===== config.mk =====
export PLATFORM = sky130hd
export DESIGN_NAME = iiel_cell
export DESIGN_NICKNAME = d
export VERILOG_FILES = /design/src/sv/indexed_insert_erase_list_core_macros.svh /design/src/sv/iiel_pkg.sv /design/src/sv/iiel_cell.sv
export SDC_FILE = /design/constraint.sdc
export NUM_CORES = 1
export LEC_CHECK = 0
export ABC_CLOCK_PERIOD_IN_PS = 1800
export BUFFER_PORTS_ARGS = -buffer_cell sky130_fd_sc_hd__clkbuf_2
export CAP_MARGIN = 0
export CELL_PAD_IN_SITES_DETAIL_PLACEMENT = 2
export CELL_PAD_IN_SITES_GLOBAL_PLACEMENT = 2
export CORE_MARGIN = 2
export CORE_UTILIZATION = 19
export DETAILED_ROUTE_END_ITERATION = 8
export HOLD_SLACK_MARGIN = 0.1
export PLACE_DENSITY_LB_ADDON = 0.1
export SLEW_MARGIN = 25
export SYNTH_ARGS = -nofsm -noshare
export SYNTH_HDL_FRONTEND = slang
export SYNTH_SLANG_ARGS = --single-unit

===== constraint.sdc =====
create_clock -name clock -period 1.8 [get_ports clock]
set_clock_uncertainty 0.15 [all_clocks]
set_input_delay 0.27 -clock clock [delete_from_list [all_inputs] [get_ports clock]]
set_output_delay 0.27 -clock clock [all_outputs]
set_load 0.01 [all_outputs]

===== src/sv/indexed_insert_erase_list_core_macros.svh =====
// Assertion helpers shared by the RTL; assertions compile out when SYNTH is defined.
`ifndef INDEXED_INSERT_ERASE_LIST_CORE_MACROS_SVH
`define INDEXED_INSERT_ERASE_LIST_CORE_MACROS_SVH

`ifndef SYNTH
`define IIEL_ASSERT_IMP(label, ante, cons) \
   label: assert property (@(posedge clock) disable iff (reset) (ante) |-> (cons)) \
      else $error("assertion failed");
`define IIEL_ASSERT_NXT(label, ante, cons) \
   label: assert property (@(posedge clock) disable iff (reset) (ante) |=> (cons)) \
      else $error("assertion failed");
`else
`define IIEL_ASSERT_IMP(label, ante, cons)
`define IIEL_ASSERT_NXT(label, ante, cons)
`endif

`endif


===== src/sv/iiel_pkg.sv =====
package iiel_pkg;

   localparam logic [1:0] OP_APPEND = 2'd0;
   localparam logic [1:0] OP_INSERT = 2'd1;
   localparam logic [1:0] OP_ERASE  = 2'd2;
   localparam logic [1:0] OP_READ   = 2'd3;

   localparam logic [1:0] ST_OK    = 2'd0;
   localparam logic [1:0] ST_RANGE = 2'd1;
   localparam logic [1:0] ST_FULL  = 2'd2;

   typedef struct packed {
      logic [1:0]         operation;
      logic [5:0]         position;
      logic signed [31:0] value;
   } req_payload_type;

   typedef struct packed {
      logic signed [31:0] read_data;
      logic [1:0]         status;
      logic [6:0]         count;
      logic               is_empty;
   } rsp_payload_type;

   // broadcast to every cell; cells compare their own index with the target
   typedef struct packed {
      logic write;       // load the new value at the target
      logic shift_up;    // cells above the target take the lower neighbor
      logic shift_down;  // cells at or above the target take the upper neighbor
   } cell_cmd_type;

endpackage


===== src/sv/iiel_cell.sv =====
module iiel_cell
   import iiel_pkg::*;
#(
   parameter int IDX_W = 6,
   parameter int INDEX = 0
) (
   input  logic               clock,
   input  cell_cmd_type       cmd,
   input  logic [IDX_W-1:0]   target,
   input  logic signed [31:0] lower_q,
   input  logic signed [31:0] upper_q,
   input  logic signed [31:0] wr_value,
   output logic signed [31:0] entry_q
);

   logic signed [31:0] entry_ff;
   logic signed [31:0] entry_in;
   logic               is_above;
   logic               is_at;

   assign is_above = IDX_W'(INDEX) > target;
   assign is_at    = IDX_W'(INDEX) == target;

   always_comb begin
      entry_in = entry_ff;
      if (cmd.write && is_at) begin
         entry_in = wr_value;
      end else if (cmd.shift_up && is_above) begin
         entry_in = lower_q;
      end else if (cmd.shift_down && (is_above || is_at)) begin
         entry_in = upper_q;
      end
   end

   always_ff @(posedge clock) begin
      entry_ff <= entry_in;
   end

   assign entry_q = entry_ff;

endmodule


* Yosys cells after proc, flatten, opt, wreduce, memory -nomap -nowiden
Index checks and enable logic that the tools add are counted.
** Word-level totals
- Flip-flop bits (word level) :: 32
- Input port bits :: 106
- Output and inout port bits :: 32
- Logic and storage cells :: 11
** Cells by class
- Magnitude comparators :: 1
- Multiplexer cells :: 3
- Reduce and logical (&&, ||, !) cells :: 6
** Operators with widths (number)
- $mux 32 :: 3
- $gt 1x6->1 const A :: 1
- $logic_not 6->1 :: 1
- $logic_and 1x1->1 :: 3
- $reduce_bool 3->1 :: 1
- $logic_or 1x1->1 :: 1

* Depth between registers and ports, before layout
- Depth in word-level cells :: 6
- Gate-level depth with buffers :: 4
- Mapped depth without buffers :: 3

* Worst setup path before layout
No wires, ideal clock.
- Path type :: input to register
- From :: input port target[1]
- To :: register entry_ff[0], in the netlist entry_q[0] (enable)
- Setup time :: 0.387 ns
- Arrival time :: 1.335 ns
- Data required time :: 1.263 ns
- Slack :: -0.072 ns
- Cell stages on the path :: 2
- Path buffers :: 0
- Path through :: nor4_4 -> o211a_1
** Between the ends
- Longest elaborated chain between the ends :: 4
- Elaborated cells between the ends (all ways) :: 7
- Those cells by class :: 1 x order compare; 6 x reduce/logical
** RTL lines
- start: declaration :: RTL line iiel_cell.sv:9 : input logic [IDX_W-1:0] target,
- $gt 1x6->1 or $logic_not 6->1 (tied branches) :: RTL line iiel_cell.sv:21, iiel_cell.sv:22
- $logic_or 1x1->1 :: RTL line iiel_cell.sv:30 : end else if (cmd.shift_down && (is_above || is_at)) begin
- $logic_and 1x1->1 :: RTL line iiel_cell.sv:30
- $reduce_bool 3->1 (no source line) (*)
- end signal: assignment :: RTL line iiel_cell.sv:36 : entry_ff <= entry_in;
- end: declaration :: RTL line iiel_cell.sv:16 : logic signed [31:0] entry_ff;
Mark *: on every way between the ends. The rest lies on a longest branch, timed or not.
A chain may end at the register's enable or synchronous reset.

* Worst setup path in the final report
- From :: input port target[1]
- To :: register entry_ff[8], in the netlist entry_q[8] (data pin)
** Between the ends
- Longest elaborated chain between the ends :: 4
- Elaborated cells between the ends (all ways) :: 6
- Those cells by class :: 1 x order compare; 2 x mux; 3 x reduce/logical
** RTL lines
- $gt 1x6->1 :: RTL line iiel_cell.sv:21 : assign is_above = IDX_W'(INDEX) > target;
- $logic_and 1x1->1 :: RTL line iiel_cell.sv:28 : end else if (cmd.shift_up && is_above) begin
- $mux 32 :: RTL line iiel_cell.sv:28
- $mux 32 (*) :: RTL line iiel_cell.sv:26 : if (cmd.write && is_at) begin
- net entry_in[8] :: RTL line iiel_cell.sv:17 : logic signed [31:0] entry_in;
Mark *: on every way through the listed nets, which the timed path passes. The rest lies on a longest branch.

==> summary.md <==
| Metric | Value |
|---|---|
| Die width | 93.2 um |
| Total CTS buffers | 5 |
| Setup violations, final | 0 |
| Switching power total | ~0.29 mW |
| Clock slew seen by the registers of the worst setup and hold paths | 0.06 ns |
| Post-route insts no fill | ~290 |
| Post-synthesis register bit count | 32 |
| Combinational Power Share | approximately a tenth |
| Die Span Y | ~93 um |
| Lkg Pwr | 1.09 nW |
| RSZ-0062 raised after global routing | no |
| Layout cells sized above 1 | approximately four fifths |
| Syn avg cell area | 21.3 sq um |
| # IOs | 138 |
| Hold Buf Count CTS | 0 |
| Setup total negative slack | 0 ns |
| Internal Power | ~1.2 mW |
| Final Cycle Share | between 80% and 90% |
| Period minus WS final | between 1 and 1.5 ns |
| Drt drc | 0 |
| Final Routed Wirelength | around 3900 um |
| Dpl hpwl | around 3200 um |
| Largest net degree at the start of global routing | 33 |
| Crit Path Class | input pin to register |
| Row Count | 32 |
| GRT Resource Usage Total | under 10% |
| Inst Count DP | around 280 |
| Seq/Total Area, Yosys | ~64% |
| Proportion of power drawn by the clock network | about 34% |
| H-tree depth | 2 |
| Syn nets | between 150 and 200 |
| Status | finished clean |
| Clock sinks | 32 |
| Yosys cell types | 8 |
| Resized Gates After CTS | 0 |
| Largest register FFs | 32 |
| Slowest-stage cell, CP | mux2_4 |
| Worst VDD drop | between 0.2 and 0.25 mV |
| Min-delay worst type | input pin to register |
| Vias in the first global route | around 1200 |
| IO buf count | 104 |
| Cell count after synthesis | 71 |
| Starting Density | 19.6% |
| Critical Path Max Stage Delay | between 0.3 and 0.4 ns |
| Clock Path Buffers | 2 |
| Grt total ovfl | 0 |
| Gpl congestion | 0.647 |
| Post-route ant nets | 0 |
| Mapped cell area | roughly 0.0015 sq mm |
| CTS tree | done |
| Initial antenna violation count | 0 |
| Startpoint types | input pin |
| Root Driver | clkbuf_8 |
| Cells along the critical path | clkbuf_2 > nor4_4 > nand3_2 > buf_12 > mux2_4 |
| Crit path DAT | approximately 1.4 ns |
| Final Hold Viols | 0 |
| Sequential power share | 55.2% |
| Element type at the critical path end | register |
| Layout area overhead | 49.9% |
| Layout Nets | 288 |
| Relative slew margins | a little over 80% |
| Post-CTS Setup Bufs | 0 |
| Via/cell ratio | around 3.7 |
| Pwr per Cell Area | 663 mW/mm^2 |
| Switching portion of total power | between 10% and 20% |
| Detailed Routing Iterations Pass 1 | 2 |
| Die area | 0.00869 sq mm |
| Worst Path Max Fanout | 32 |
| Filler cells | roughly 850 |
| Tot Pwr | 1.50 mW |
| Slew Viols, Final | 0 |
| Drt wl/cell | approximately 14 um |
| Fmax achieved | ~0.67 GHz |
| Synth Warn # | 0 |
| Core Region | 0.00773 sq mm |
| Max-cap violations | 0 |
| Via count | ~1100 |
| Required time of the critical path | approximately 1.7 ns |
| Worst-Margin Slew | 0.253 ns |
| Initial drt markers | 17 |
| Wire length of the first global-routing pass | 5820 um |
| Number of diodes | 0 |
cell usage after synthesis:
cell type	count	area, sq um
edfxtp_1	32	961
mux2_4	30	450
buf_6	3	33.8
mux2_2	2	22.5
nand3_2	1	10.0
nor2_1	1	3.75
nor4_4	1	21.3
o211a_1	1	10.0
critical path, delay by kind of cell:
kind | cells | cell delay (ns)
mux | 1 | 0.32
simple gates | 2 | 0.44
buf+inv | 2 | 0.31
final cells by class:
cell class / count / area (sq um) / share of cell area (%)
Multi-Input combinational cell: 36 / 518 / 22.8
Tap cell: 102 / 128 / 5.63
Sequential cell: 32 / 961 / 42.4
Clock inverter: 1 / 3.75 / 0.166
Clock buffer: 7 / 76.3 / 3.37
Timing Repair Buffer: 107 / 581 / 25.6
stage by stage:
stage                     utilization [%]  area [sq um]  hold WS (ns)  setup WS, ns
after global placement               28.3          2190         0.423        0.0445
after floorplan                         -          1510         0.337         0.103
after global routing                 29.3          2270         0.122         0.281
after CTS                            29.3          2270         0.127         0.322
after detailed placement             28.3          2190         0.426        0.0155
final                                29.3          2270         0.140         0.318
kinds of logic (layout without fill, tap and decap cells):
logic type / Yosys count / count (layout) / share of synthesized area, %
buffers and inverters: 3 / 115 / 2.23
AND/OR/NAND/NOR: 3 / 3 / 2.32
multiplexers: 32 / 32 / 31.3
AO/OA/AOI/OAI: 1 / 1 / 0.662
flip-flops: 32 / 32 / 63.5
final timing paths:
| path | slack [ns] | cells after the start | from | endpoint |
|---|---|---|---|---|
| max | 0.32 | 5 | target[1] | entry_q[8]$_DFFE_PP_ |
| min | 0.14 | 2 | wr_value[25] | entry_q[25]$_DFFE_PP_ |
routing by layer:
layer / vias to the layer above / global-route usage (%) / wire length (um)
met2: 57 / 16.1 / 2150
met5: - / 0 / 0
met4: 0 / 3.68 / 53
met3: 4 / 4.03 / 333
li1: 500 / - / -
met1: 499 / 8.96 / 1360
power groups by stage:
| stage | clock [mW] | combinational [mW] | sequential, mW |
|---|---|---|---|
| 2_1_floorplan | 0 | 0.0626 | 0.849 |
| 3_3_place_gp | 0 | 0.156 | 0.845 |
| 3_5_place_dp | 0 | 0.162 | 0.846 |
| 4_1_cts | 0.549 | 0.163 | 0.829 |
| 5_1_grt | 0.584 | 0.174 | 0.829 |
| 6_report | 0.513 | 0.159 | 0.829 |
cell usage in the layout (no fill, tap or decap), drive strengths merged:
| cell type | synthesis | layout |
|---|---|---|
| nand3 | 1 | 1 |
| o211a | 1 | 1 |
| clkinv | 0 | 1 |
| edfxtp | 32 | 32 |
| clkbuf | 0 | 111 |
| nor4 | 1 | 1 |
| mux2 | 32 | 32 |
| buf | 3 | 3 |
| nor2 | 1 | 1 |
No activity file was read; power rests on OpenSTA's default activity.
